File: src/rtl/nfve_pkg.sv
// ----------------------------------------------------------------------------
// nfve_pkg
// Shared constants, sentence type codes and the result record for the NMEA
// field value extractor.
// ----------------------------------------------------------------------------
`timescale 1ns / 1ps

package nfve_pkg;

   // Default build options
   localparam int MAX_FRAC_DIGITS_DEF  = 5;
   localparam int FIELD_COUNT_BITS_DEF = 6;

   // Output field widths
   localparam int CHAR_W  = 8;
   localparam int TYPE_W  = 3;
   localparam int INDEX_W = 6;
   localparam int VALUE_W = 32;
   localparam int FRAC_W  = 3;

   // Characters with a meaning in the sentence syntax
   localparam logic [CHAR_W-1:0] CHAR_DOLLAR = 8'h24;
   localparam logic [CHAR_W-1:0] CHAR_STAR   = 8'h2A;
   localparam logic [CHAR_W-1:0] CHAR_COMMA  = 8'h2C;
   localparam logic [CHAR_W-1:0] CHAR_POINT  = 8'h2E;
   localparam logic [CHAR_W-1:0] CHAR_MINUS  = 8'h2D;
   localparam logic [CHAR_W-1:0] CHAR_SPACE  = 8'h20;
   localparam logic [CHAR_W-1:0] CHAR_LOW_Z  = 8'h7A;
   localparam logic [CHAR_W-1:0] CHAR_ZERO   = 8'h30;
   localparam logic [CHAR_W-1:0] CHAR_NINE   = 8'h39;

   // Sentence type codes
   localparam logic [TYPE_W-1:0] TYPE_OTHER = 3'd0;
   localparam logic [TYPE_W-1:0] TYPE_RMC   = 3'd1;
   localparam logic [TYPE_W-1:0] TYPE_GGA   = 3'd2;
   localparam logic [TYPE_W-1:0] TYPE_GSA   = 3'd3;
   localparam logic [TYPE_W-1:0] TYPE_GSV   = 3'd4;
   localparam logic [TYPE_W-1:0] TYPE_VTG   = 3'd5;

   // Address field tails, three characters
   localparam logic [3*CHAR_W-1:0] TAG_RMC = "RMC";
   localparam logic [3*CHAR_W-1:0] TAG_GGA = "GGA";
   localparam logic [3*CHAR_W-1:0] TAG_GSA = "GSA";
   localparam logic [3*CHAR_W-1:0] TAG_GSV = "GSV";
   localparam logic [3*CHAR_W-1:0] TAG_VTG = "VTG";

   // One finished field
   typedef struct packed {
      logic [TYPE_W-1:0]         sentence_type;
      logic [INDEX_W-1:0]        field_index;
      logic                      present;
      logic signed [VALUE_W-1:0] field_value;
      logic [FRAC_W-1:0]         frac_digits;
      logic [CHAR_W-1:0]         first_char;
      logic                      sentence_end;
      logic [CHAR_W-1:0]         body_xor;
   } nfve_result_type;

   // Map the last three address characters to a sentence type
   function automatic logic [TYPE_W-1:0] decode_type(input logic [3*CHAR_W-1:0] tail);
      logic [TYPE_W-1:0] code;
      code = TYPE_OTHER;
      if (tail == TAG_RMC) code = TYPE_RMC;
      else if (tail == TAG_GGA) code = TYPE_GGA;
      else if (tail == TAG_GSA) code = TYPE_GSA;
      else if (tail == TAG_GSV) code = TYPE_GSV;
      else if (tail == TAG_VTG) code = TYPE_VTG;
      return code;
   endfunction

endpackage

File: src/rtl/nfve_req_if.sv
// ----------------------------------------------------------------------------
// nfve_req_if
// Character channel: one sentence byte per item, valid/ready handshake.
// ----------------------------------------------------------------------------
`timescale 1ns / 1ps

interface nfve_req_if;
   logic                          valid;
   logic                          ready;
   logic [nfve_pkg::CHAR_W-1:0]   char_byte;

   modport source (output valid, output char_byte, input ready);
   modport sink   (input valid, input char_byte, output ready);
endinterface

File: src/rtl/nfve_rsp_if.sv
// ----------------------------------------------------------------------------
// nfve_rsp_if
// Field result channel: one finished field per item, valid/ready handshake.
// ----------------------------------------------------------------------------
`timescale 1ns / 1ps

interface nfve_rsp_if;
   logic                                 valid;
   logic                                 ready;
   logic [nfve_pkg::TYPE_W-1:0]          sentence_type;
   logic [nfve_pkg::INDEX_W-1:0]         field_index;
   logic                                 present;
   logic signed [nfve_pkg::VALUE_W-1:0]  field_value;
   logic [nfve_pkg::FRAC_W-1:0]          frac_digits;
   logic [nfve_pkg::CHAR_W-1:0]          first_char;
   logic                                 sentence_end;
   logic [nfve_pkg::CHAR_W-1:0]          body_xor;

   modport source (output valid, output sentence_type, output field_index,
                   output present, output field_value, output frac_digits,
                   output first_char, output sentence_end, output body_xor,
                   input ready);
   modport sink   (input valid, input sentence_type, input field_index,
                   input present, input field_value, input frac_digits,
                   input first_char, input sentence_end, input body_xor,
                   output ready);
endinterface

File: src/rtl/nmea_field_value_extractor.sv
// ----------------------------------------------------------------------------
// nmea_field_value_extractor
// Path: the byte that closes a field passes the input register, then its result
// is written into the result register, which drives the output.
// Throughput: one byte per cycle, held while a result waits for a busy slot.
// Reset: synchronous, clears the parser state and both register valids.
// ----------------------------------------------------------------------------
`timescale 1ns / 1ps

module nmea_field_value_extractor #(
   parameter int MAX_FRAC_DIGITS  = nfve_pkg::MAX_FRAC_DIGITS_DEF,
   parameter int FIELD_COUNT_BITS = nfve_pkg::FIELD_COUNT_BITS_DEF
) (
   input  logic         clock,
   input  logic         reset,
   nfve_req_if.sink     req_chan,
   nfve_rsp_if.source   rsp_chan
);

   logic                              in_valid_ff;
   logic [nfve_pkg::CHAR_W-1:0]       in_char_ff;
   logic                              out_valid_ff;
   nfve_pkg::nfve_result_type         out_data_ff;

   logic                              core_emit;
   nfve_pkg::nfve_result_type         core_result;
   logic                              out_free;
   logic                              advance;

   // Input item moves on unless it closes a field and the result slot is busy
   assign out_free = !out_valid_ff || rsp_chan.ready;
   assign advance  = in_valid_ff && (!core_emit || out_free);
   assign req_chan.ready = !in_valid_ff || advance;

   nfve_field_core #(
      .MAX_FRAC_DIGITS  (MAX_FRAC_DIGITS),
      .FIELD_COUNT_BITS (FIELD_COUNT_BITS)
   ) u_core (
      .clock     (clock),
      .reset     (reset),
      .step      (advance),
      .char_byte (in_char_ff),
      .emit      (core_emit),
      .result    (core_result)
   );

   // Input register
   always_ff @(posedge clock) begin
      if (reset) begin
         in_valid_ff <= 1'b0;
      end else if (req_chan.ready) begin
         in_valid_ff <= req_chan.valid;
      end
   end

   always_ff @(posedge clock) begin
      if (req_chan.valid && req_chan.ready) begin
         in_char_ff <= req_chan.char_byte;
      end
   end

   // Result register
   always_ff @(posedge clock) begin
      if (reset) begin
         out_valid_ff <= 1'b0;
      end else if (advance && core_emit) begin
         out_valid_ff <= 1'b1;
      end else if (rsp_chan.ready) begin
         out_valid_ff <= 1'b0;
      end
   end

   always_ff @(posedge clock) begin
      if (advance && core_emit) begin
         out_data_ff <= core_result;
      end
   end

   assign rsp_chan.valid         = out_valid_ff;
   assign rsp_chan.sentence_type = out_data_ff.sentence_type;
   assign rsp_chan.field_index   = out_data_ff.field_index;
   assign rsp_chan.present       = out_data_ff.present;
   assign rsp_chan.field_value   = out_data_ff.field_value;
   assign rsp_chan.frac_digits   = out_data_ff.frac_digits;
   assign rsp_chan.first_char    = out_data_ff.first_char;
   assign rsp_chan.sentence_end  = out_data_ff.sentence_end;
   assign rsp_chan.body_xor      = out_data_ff.body_xor;

endmodule

File: src/rtl/nfve_field_core.sv
// ----------------------------------------------------------------------------
// nfve_field_core
// Sentence and field parser state. Given one character, computes whether it
// finishes a field and the field's result; updates state when stepped.
// ----------------------------------------------------------------------------
`timescale 1ns / 1ps

module nfve_field_core #(
   parameter int MAX_FRAC_DIGITS  = nfve_pkg::MAX_FRAC_DIGITS_DEF,
   parameter int FIELD_COUNT_BITS = nfve_pkg::FIELD_COUNT_BITS_DEF
) (
   input  logic                          clock,
   input  logic                          reset,
   input  logic                          step,
   input  logic [nfve_pkg::CHAR_W-1:0]   char_byte,
   output logic                          emit,
   output nfve_pkg::nfve_result_type     result
);

   localparam int FRAC_BITS = (MAX_FRAC_DIGITS > 0) ? $clog2(MAX_FRAC_DIGITS + 1) : 1;
   localparam logic [FIELD_COUNT_BITS-1:0] COUNT_MAX = {FIELD_COUNT_BITS{1'b1}};
   localparam logic [FRAC_BITS-1:0] FRAC_MAX = FRAC_BITS'(MAX_FRAC_DIGITS);

   // Sentence state
   logic                                in_sentence_ff, in_sentence_in;
   logic [FIELD_COUNT_BITS-1:0]         comma_count_ff, comma_count_in;
   logic [3*nfve_pkg::CHAR_W-1:0]       last_three_ff, last_three_in;
   logic [nfve_pkg::TYPE_W-1:0]         type_code_ff, type_code_in;
   logic [nfve_pkg::CHAR_W-1:0]         running_xor_ff, running_xor_in;

   // Field state
   logic [nfve_pkg::VALUE_W-1:0]        accumulator_ff, accumulator_in;
   logic [FRAC_BITS-1:0]                frac_count_ff, frac_count_in;
   logic                                after_point_ff, after_point_in;
   logic                                negative_ff, negative_in;
   logic                                bad_char_ff, bad_char_in;
   logic [nfve_pkg::CHAR_W-1:0]         field_first_ff, field_first_in;
   logic                                nonempty_ff, nonempty_in;

   logic                                is_dollar, is_end, is_comma, is_digit;
   logic [nfve_pkg::CHAR_W-1:0]         xor_next;
   logic [nfve_pkg::VALUE_W-1:0]        acc_times_ten;
   logic [nfve_pkg::TYPE_W-1:0]         type_emit;
   logic [nfve_pkg::VALUE_W-1:0]        value_emit;
   logic [FIELD_COUNT_BITS+nfve_pkg::INDEX_W-1:0] index_wide;
   logic [FRAC_BITS+nfve_pkg::FRAC_W-1:0]         frac_wide;

   // Character classes
   assign is_dollar = (char_byte == nfve_pkg::CHAR_DOLLAR);
   assign is_end    = (char_byte == nfve_pkg::CHAR_STAR) ||
                      (char_byte < nfve_pkg::CHAR_SPACE) ||
                      (char_byte > nfve_pkg::CHAR_LOW_Z);
   assign is_comma  = (char_byte == nfve_pkg::CHAR_COMMA);
   assign is_digit  = (char_byte >= nfve_pkg::CHAR_ZERO) &&
                      (char_byte <= nfve_pkg::CHAR_NINE);

   assign xor_next      = running_xor_ff ^ char_byte;
   // x*10 + digit as shift-add
   assign acc_times_ten = (accumulator_ff << 3) + (accumulator_ff << 1) +
                          nfve_pkg::VALUE_W'(char_byte - nfve_pkg::CHAR_ZERO);

   // Result of the field that this character closes
   assign emit = in_sentence_ff && !is_dollar && (is_end || is_comma);

   assign type_emit  = (is_comma && comma_count_ff == '0) ?
                       nfve_pkg::decode_type(last_three_ff) : type_code_ff;
   assign value_emit = bad_char_ff ? '0 :
                       (negative_ff ? (~accumulator_ff + 1'b1) : accumulator_ff);
   assign index_wide = {{nfve_pkg::INDEX_W{1'b0}}, comma_count_ff};
   assign frac_wide  = {{nfve_pkg::FRAC_W{1'b0}}, (bad_char_ff ? '0 : frac_count_ff)};

   always_comb begin
      result.sentence_type = type_emit;
      result.field_index   = index_wide[nfve_pkg::INDEX_W-1:0];
      result.present       = is_end ? 1'b1 : nonempty_ff;
      result.field_value   = value_emit;
      result.frac_digits   = frac_wide[nfve_pkg::FRAC_W-1:0];
      result.first_char    = field_first_ff;
      result.sentence_end  = is_end;
      result.body_xor      = is_end ? running_xor_ff : xor_next;
   end

   // Next state
   always_comb begin
      in_sentence_in = in_sentence_ff;
      comma_count_in = comma_count_ff;
      last_three_in  = last_three_ff;
      type_code_in   = type_code_ff;
      running_xor_in = running_xor_ff;
      accumulator_in = accumulator_ff;
      frac_count_in  = frac_count_ff;
      after_point_in = after_point_ff;
      negative_in    = negative_ff;
      bad_char_in    = bad_char_ff;
      field_first_in = field_first_ff;
      nonempty_in    = nonempty_ff;

      if (is_dollar || (in_sentence_ff && (is_end || is_comma))) begin
         accumulator_in = '0;
         frac_count_in  = '0;
         after_point_in = 1'b0;
         negative_in    = 1'b0;
         bad_char_in    = 1'b0;
         field_first_in = '0;
         nonempty_in    = 1'b0;
      end

      if (is_dollar) begin
         in_sentence_in = 1'b1;
         comma_count_in = '0;
         last_three_in  = '0;
         type_code_in   = nfve_pkg::TYPE_OTHER;
         running_xor_in = '0;
      end else if (in_sentence_ff) begin
         if (is_end) begin
            in_sentence_in = 1'b0;
         end else begin
            running_xor_in = xor_next;
            if (is_comma) begin
               type_code_in = type_emit;
               if (comma_count_ff != COUNT_MAX) comma_count_in = comma_count_ff + 1'b1;
            end else begin
               last_three_in = {last_three_ff[2*nfve_pkg::CHAR_W-1:0], char_byte};
               nonempty_in   = 1'b1;
               if (!nonempty_ff) field_first_in = char_byte;
               // Value digits, sign and decimal point
               if (!bad_char_ff) begin
                  if (char_byte == nfve_pkg::CHAR_MINUS) begin
                     if (!nonempty_ff) negative_in = 1'b1;
                     else bad_char_in = 1'b1;
                  end else if (char_byte == nfve_pkg::CHAR_POINT) begin
                     if (after_point_ff) bad_char_in = 1'b1;
                     else after_point_in = 1'b1;
                  end else if (is_digit) begin
                     if (!after_point_ff) begin
                        accumulator_in = acc_times_ten;
                     end else if (frac_count_ff < FRAC_MAX) begin
                        accumulator_in = acc_times_ten;
                        frac_count_in  = frac_count_ff + 1'b1;
                     end
                  end else begin
                     bad_char_in = 1'b1;
                  end
               end
            end
         end
      end
   end

   always_ff @(posedge clock) begin
      if (reset) begin
         in_sentence_ff <= 1'b0;
         comma_count_ff <= '0;
         last_three_ff  <= '0;
         type_code_ff   <= nfve_pkg::TYPE_OTHER;
         running_xor_ff <= '0;
         accumulator_ff <= '0;
         frac_count_ff  <= '0;
         after_point_ff <= 1'b0;
         negative_ff    <= 1'b0;
         bad_char_ff    <= 1'b0;
         field_first_ff <= '0;
         nonempty_ff    <= 1'b0;
      end else if (step) begin
         in_sentence_ff <= in_sentence_in;
         comma_count_ff <= comma_count_in;
         last_three_ff  <= last_three_in;
         type_code_ff   <= type_code_in;
         running_xor_ff <= running_xor_in;
         accumulator_ff <= accumulator_in;
         frac_count_ff  <= frac_count_in;
         after_point_ff <= after_point_in;
         negative_ff    <= negative_in;
         bad_char_ff    <= bad_char_in;
         field_first_ff <= field_first_in;
         nonempty_ff    <= nonempty_in;
      end
   end

   // A '$' always opens a clean sentence
   a_dollar_opens: assert property (@(posedge clock) disable iff (reset)
      step && is_dollar |=> in_sentence_ff && comma_count_ff == '0 && running_xor_ff == '0)
      else $error("sentence start did not clear state");

   // Fields only close inside a sentence
   a_emit_in_sentence: assert property (@(posedge clock) disable iff (reset)
      emit |-> in_sentence_ff)
      else $error("field result outside a sentence");

   // An ending character leaves the sentence
   a_end_leaves: assert property (@(posedge clock) disable iff (reset)
      step && emit && result.sentence_end |=> !in_sentence_ff && !nonempty_ff)
      else $error("sentence end did not close the sentence");

endmodule
File: src/flat_wrapper.sv
// flat-port wrapper written by rule: the top's interface ports become plain ports
module nmea_field_value_extractor_flat 
#(
   parameter int MAX_FRAC_DIGITS  = nfve_pkg::MAX_FRAC_DIGITS_DEF,
   parameter int FIELD_COUNT_BITS = nfve_pkg::FIELD_COUNT_BITS_DEF
)
  (clock, reset, req_chan_valid, req_chan_char_byte, req_chan_ready, rsp_chan_valid, rsp_chan_sentence_type, rsp_chan_field_index, rsp_chan_present, rsp_chan_field_value, rsp_chan_frac_digits, rsp_chan_first_char, rsp_chan_sentence_end, rsp_chan_body_xor, rsp_chan_ready);
  nfve_req_if req_chan_i ();
  nfve_rsp_if rsp_chan_i ();
  input  logic clock;
  input  logic reset;
  input wire logic [$bits(req_chan_i.valid)-1:0] req_chan_valid;
  input wire logic [$bits(req_chan_i.char_byte)-1:0] req_chan_char_byte;
  output wire logic [$bits(req_chan_i.ready)-1:0] req_chan_ready;
  output wire logic [$bits(rsp_chan_i.valid)-1:0] rsp_chan_valid;
  output wire logic [$bits(rsp_chan_i.sentence_type)-1:0] rsp_chan_sentence_type;
  output wire logic [$bits(rsp_chan_i.field_index)-1:0] rsp_chan_field_index;
  output wire logic [$bits(rsp_chan_i.present)-1:0] rsp_chan_present;
  output wire logic [$bits(rsp_chan_i.field_value)-1:0] rsp_chan_field_value;
  output wire logic [$bits(rsp_chan_i.frac_digits)-1:0] rsp_chan_frac_digits;
  output wire logic [$bits(rsp_chan_i.first_char)-1:0] rsp_chan_first_char;
  output wire logic [$bits(rsp_chan_i.sentence_end)-1:0] rsp_chan_sentence_end;
  output wire logic [$bits(rsp_chan_i.body_xor)-1:0] rsp_chan_body_xor;
  input wire logic [$bits(rsp_chan_i.ready)-1:0] rsp_chan_ready;
  assign req_chan_i.valid = req_chan_valid;
  assign req_chan_i.char_byte = req_chan_char_byte;
  assign req_chan_ready = req_chan_i.ready;
  assign rsp_chan_valid = rsp_chan_i.valid;
  assign rsp_chan_sentence_type = rsp_chan_i.sentence_type;
  assign rsp_chan_field_index = rsp_chan_i.field_index;
  assign rsp_chan_present = rsp_chan_i.present;
  assign rsp_chan_field_value = rsp_chan_i.field_value;
  assign rsp_chan_frac_digits = rsp_chan_i.frac_digits;
  assign rsp_chan_first_char = rsp_chan_i.first_char;
  assign rsp_chan_sentence_end = rsp_chan_i.sentence_end;
  assign rsp_chan_body_xor = rsp_chan_i.body_xor;
  assign rsp_chan_i.ready = rsp_chan_ready;
  nmea_field_value_extractor #(.MAX_FRAC_DIGITS(MAX_FRAC_DIGITS), .FIELD_COUNT_BITS(FIELD_COUNT_BITS)) u_core (.clock(clock), .reset(reset), .req_chan(req_chan_i), .rsp_chan(rsp_chan_i));
endmodule
File: config.mk
export PLATFORM = sky130hd
export DESIGN_NAME = nmea_field_value_extractor_flat
export DESIGN_NICKNAME = d
export VERILOG_FILES = /design/src/rtl/nfve_pkg.sv /design/src/rtl/nfve_req_if.sv /design/src/rtl/nfve_rsp_if.sv /design/src/rtl/nmea_field_value_extractor.sv /design/src/rtl/nfve_field_core.sv /design/src/flat_wrapper.sv
export SDC_FILE = /design/constraint.sdc
export NUM_CORES = 1
export LEC_CHECK = 0
export ABC_CLOCK_PERIOD_IN_PS = 5300
export BUFFER_PORTS_ARGS = -buffer_cell sky130_fd_sc_hd__buf_2
export CAP_MARGIN = 15
export CORE_UTILIZATION = 61
export CTS_CLUSTER_DIAMETER = 50
export DETAILED_ROUTE_END_ITERATION = 8
export PLACE_DENSITY = 0.81
export SLEW_MARGIN = 40
export SYNTH_ARGS = -nofsm -noshare
export SYNTH_HDL_FRONTEND = slang
export SYNTH_SLANG_ARGS = --single-unit
File: constraint.sdc
create_clock -name clock -period 5.3 [get_ports clock]
set_clock_uncertainty 0.2 [all_clocks]
set_input_delay 0.53 -clock clock [delete_from_list [all_inputs] [get_ports clock]]
set_output_delay 0.53 -clock clock [all_outputs]
set_load 0.005 [all_outputs]
==> results.md <==
- Run status: finished, final reports clean
- Post-DR vias/cell: 6.251
- Type of the worst min-delay path: in2reg
- Max-cap violations: 0
- Setup fix buffers added after clock tree synthesis: 0
- Critical path capture point type: flip-flop
- Post-layout minimum cycle time: 4565 ps
- CTS Root Cell: sky130_fd_sc_hd__clkbuf_16
- Number of filler cells placed in the layout: 1,116
- GR Util met3: 8.196%
- Share of async-settable or async-resettable flops after synthesis: 0%
- Global-route wire length before repair: 34,560 um
- Count of routing violations after the opening detailed-route iteration: 722
- Number of storage elements in the synthesis netlist: 161
- Initial Util: 62.46%
- Nets@finish: 1,067
- Library cell occupying the most area in the post-synthesis netlist: sky130_fd_sc_hd__edfxtp_1
- Setup repair after global routing missed its margin: false
- Final ANT Viol Nets: 0
- Count of H-tree levels built during CTS: 4
- Global route hottest layer: met2
- Final hold vios: 0
- Synth-to-Final Area Change: 12.52%
- Clock-pin slew reported for the worst setup and hold paths after clock tree synthesis: 70 ps
- Worst-skew pair later-pin latency: 440 ps
- Routability-driven placement congestion ratio: 0.9657
- Met1 track demand over resource in global routing: 41.23%
- Maximum ir drop on the vdd rail: 0.2064 mV
- Kind of critical path: reg2reg
- Cell Count Post-Placement: 1,153
- Area contributors post-synth: sky130_fd_sc_hd__edfxtp_1 23%, sky130_fd_sc_hd__dfxtp_1 20%, sky130_fd_sc_hd__fa_1 6.4%
- Proportion of netlist area held by the largest area contributor: 23.16%
- EDFF count, synth: 70
- Overall via count from detail_route: 7,414
- Initial antenna violation count: 0
- Vias in the first global route: 6,821
- Ports: 76
- Finished Layout Cells: 1,186
- Total of hold buffers inserted after clock tree synthesis: 0
- Total area of sequential cells: 3925 um2
- Dominant synthesized flop cell: sky130_fd_sc_hd__dfxtp_1
- Width of the die: 124.0 um
- Congestion Overflow GR: 0
- Fmax: 219.0 MHz
- Clock sink count: 161
- Final Max Slew Viols: 0
- Syn nets: 1,008
- Global Route Usage Sum: 29.51%
- Leading post-synthesis cells by instance count: 143 x sky130_fd_sc_hd__nor2_1, 91 x sky130_fd_sc_hd__dfxtp_1, 70 x sky130_fd_sc_hd__edfxtp_1
- Slew at the pin closest to its max-slew limit: 786.7 ps
- Average wire per standard cell: 18.42 um
- Distinct cells, synth: 73
- IO buf count: 75
- Average size of a mapped cell: 9.761 um2
- Arrival time of data at the critical path endpoint: 4710 ps
- Final hold slack: 63.21 ps
- Count of antenna diodes in the layout: 0
- DRC Markers: 0
- Synthesis warning total: 0
- Placement row count: 44
- Netlist area before placement: 9077 um2
- Standard cell core area: 14,530 um2
- Maximum fanout along the worst path: 22
- Die Y-Extent: 124.0 um
- Final WL: 21,850 um
- Met2 Usage GRT: 44.34%
- Cell count after synthesis: 930
- # resized after CTS: 0
- Leak: 4.386 nW
- Fraction of layout instances using a drive strength above 1: 13.57%
- TritonCTS buffer count: 17
- Area of combinational cells with multiple inputs: 4882 um2
- TritonCTS clock tree: done
- Die footprint: 15,370 um2
- Sequential-to-total area share from yosys stat: 43.23%
- Largest net degree at the start of global routing: 79
- Power per Cell Area: 267.3 nW/um2
- Setup Viol. Count Final: 0
- Worst Setup Start Kind: flip-flop
- Ratio of final minimum period to clock period: 86.14%
- Maximum count of clock buffers along a single path: 2
- Post-Route Setup TNS: 0 ps
- 1st-pass router iterations: 6
- Leading cell type by number of instances after synthesis: sky130_fd_sc_hd__nor2_1
- Slew Limit Headroom: 47.36%
- Worst path required time: 5450 ps
- Hpwl dp: 15,220 um
[sequential cells by signal, indices dropped and copies added (netlist names), 3 cells and up]
signal	count
u_core.u_core.comma_count_ff	6
u_core.u_core.accumulator_ff	32
u_core.u_core.type_code_ff	3
u_core.u_core.frac_count_ff	3
u_core.rsp_chan.body_xor	8
u_core.rsp_chan.sentence_type	3
u_core.rsp_chan.field_value	32
u_core.in_char_ff	8
u_core.u_core.field_first_ff	8
u_core.u_core.running_xor_ff	8
u_core.u_core.last_three_ff	24
u_core.rsp_chan.frac_digits	3
u_core.rsp_chan.field_index	6
u_core.rsp_chan.first_char	8
[power by group]
part | internal (mW) | switching [mW]
Clock | 0.703 | 0.553
Sequential | 1.29 | 0.0162
Combinational | 0.0600 | 0.107
[metal layers]
metal	wire, um	share of wire [%]
met1	9579	44
met3	2045	9.4
met2	9846	45
met4	374	1.7
met5	0	0
[kinds of logic after synthesis]
kind of cell / Yosys count / share of synthesized area, %
AOI/OAI and AO/OA: 234 / 17.75
xor gates and xnor gates: 74 / 7.140
adders and majority gates: 66 / 11.50
buffers and inverters: 70 / 3.019
DFF: 161 / 43.23
muxes: 5 / 0.5514
and+or+nand+nor: 320 / 16.82
[final timing paths]
path,slack [ps],cells past startpoint,to,from
worst max-delay path,730,14,u_core.u_core.accumulator_ff[27],u_core.in_char_ff[5]
worst min-delay path,60,1,u_core.in_char_ff[2],req_chan_char_byte[2]
worst max register to register,730,14,u_core.u_core.accumulator_ff[27],u_core.in_char_ff[5]
worst min register to register,240,0,u_core.rsp_chan.first_char[7],u_core.u_core.field_first_ff[7]
[critical path, cell delays in order, from the launching register on]
cell	delay, ps
sky130_fd_sc_hd__edfxtp_1	520
sky130_fd_sc_hd__ha_1	290
sky130_fd_sc_hd__or3_1	400
sky130_fd_sc_hd__inv_1	130
sky130_fd_sc_hd__buf_12	230
sky130_fd_sc_hd__fa_1	430
sky130_fd_sc_hd__ha_1	380
sky130_fd_sc_hd__a21oi_1	280
sky130_fd_sc_hd__a21boi_0	130
sky130_fd_sc_hd__a311o_1	370
sky130_fd_sc_hd__and2_1	150
sky130_fd_sc_hd__a31oi_1	370
sky130_fd_sc_hd__mux2i_1	270
sky130_fd_sc_hd__nor2_1	60
sky130_fd_sc_hd__o31ai_1	240
[layout by cell type, fill, tap and decap left out, types with 11 or more instances in the layout]
| cell | netlist | final |
|---|---|---|
| sky130_fd_sc_hd__inv_1 | 23 | 23 |
| sky130_fd_sc_hd__nand2_1 | 67 | 67 |
| sky130_fd_sc_hd__fa_1 | 29 | 29 |
| sky130_fd_sc_hd__ha_1 | 37 | 37 |
| sky130_fd_sc_hd__edfxtp_1 | 70 | 70 |
| sky130_fd_sc_hd__a22oi_1 | 57 | 57 |
| sky130_fd_sc_hd__nand3_1 | 18 | 18 |
| sky130_fd_sc_hd__buf_2 | 9 | 75 |
| sky130_fd_sc_hd__a21oi_1 | 49 | 49 |
| sky130_fd_sc_hd__nor2b_1 | 11 | 11 |
| sky130_fd_sc_hd__xnor2_1 | 35 | 35 |
| sky130_fd_sc_hd__clkbuf_16 | 0 | 18 |
| sky130_fd_sc_hd__o21ai_0 | 34 | 34 |
| sky130_fd_sc_hd__dfxtp_1 | 91 | 90 |
| sky130_fd_sc_hd__nor3_1 | 12 | 12 |
| sky130_fd_sc_hd__xor2_1 | 39 | 39 |
| sky130_fd_sc_hd__nor2_1 | 143 | 143 |
| sky130_fd_sc_hd__a21o_1 | 16 | 15 |
| sky130_fd_sc_hd__and3_1 | 12 | 11 |
[layout make-up]
type	count	share of cell area [%]
multi-input combinational	699	47.80
sequential	161	38.43
timing repair buffer	87	4.802
clock buffer	19	4.545
tap	184	2.254
clock inverter	13	1.323
inverter	23	0.8453
[through the flow]
step | total power, mW | util [%] | worst slack (ps) | instance area (um2)
after floorplan | 1.451 | - | 494.5 | 9077
after global placement | 1.495 | 66.00 | 847.1 | 9592
after detailed placement | 1.495 | 66.00 | 771.8 | 9593
after CTS | 2.726 | 70.13 | 755.1 | 10190
after global routing | 2.806 | 70.27 | 420.6 | 10210
final | 2.730 | 70.27 | 734.7 | 10210
(Power assumes the default switching activity.)
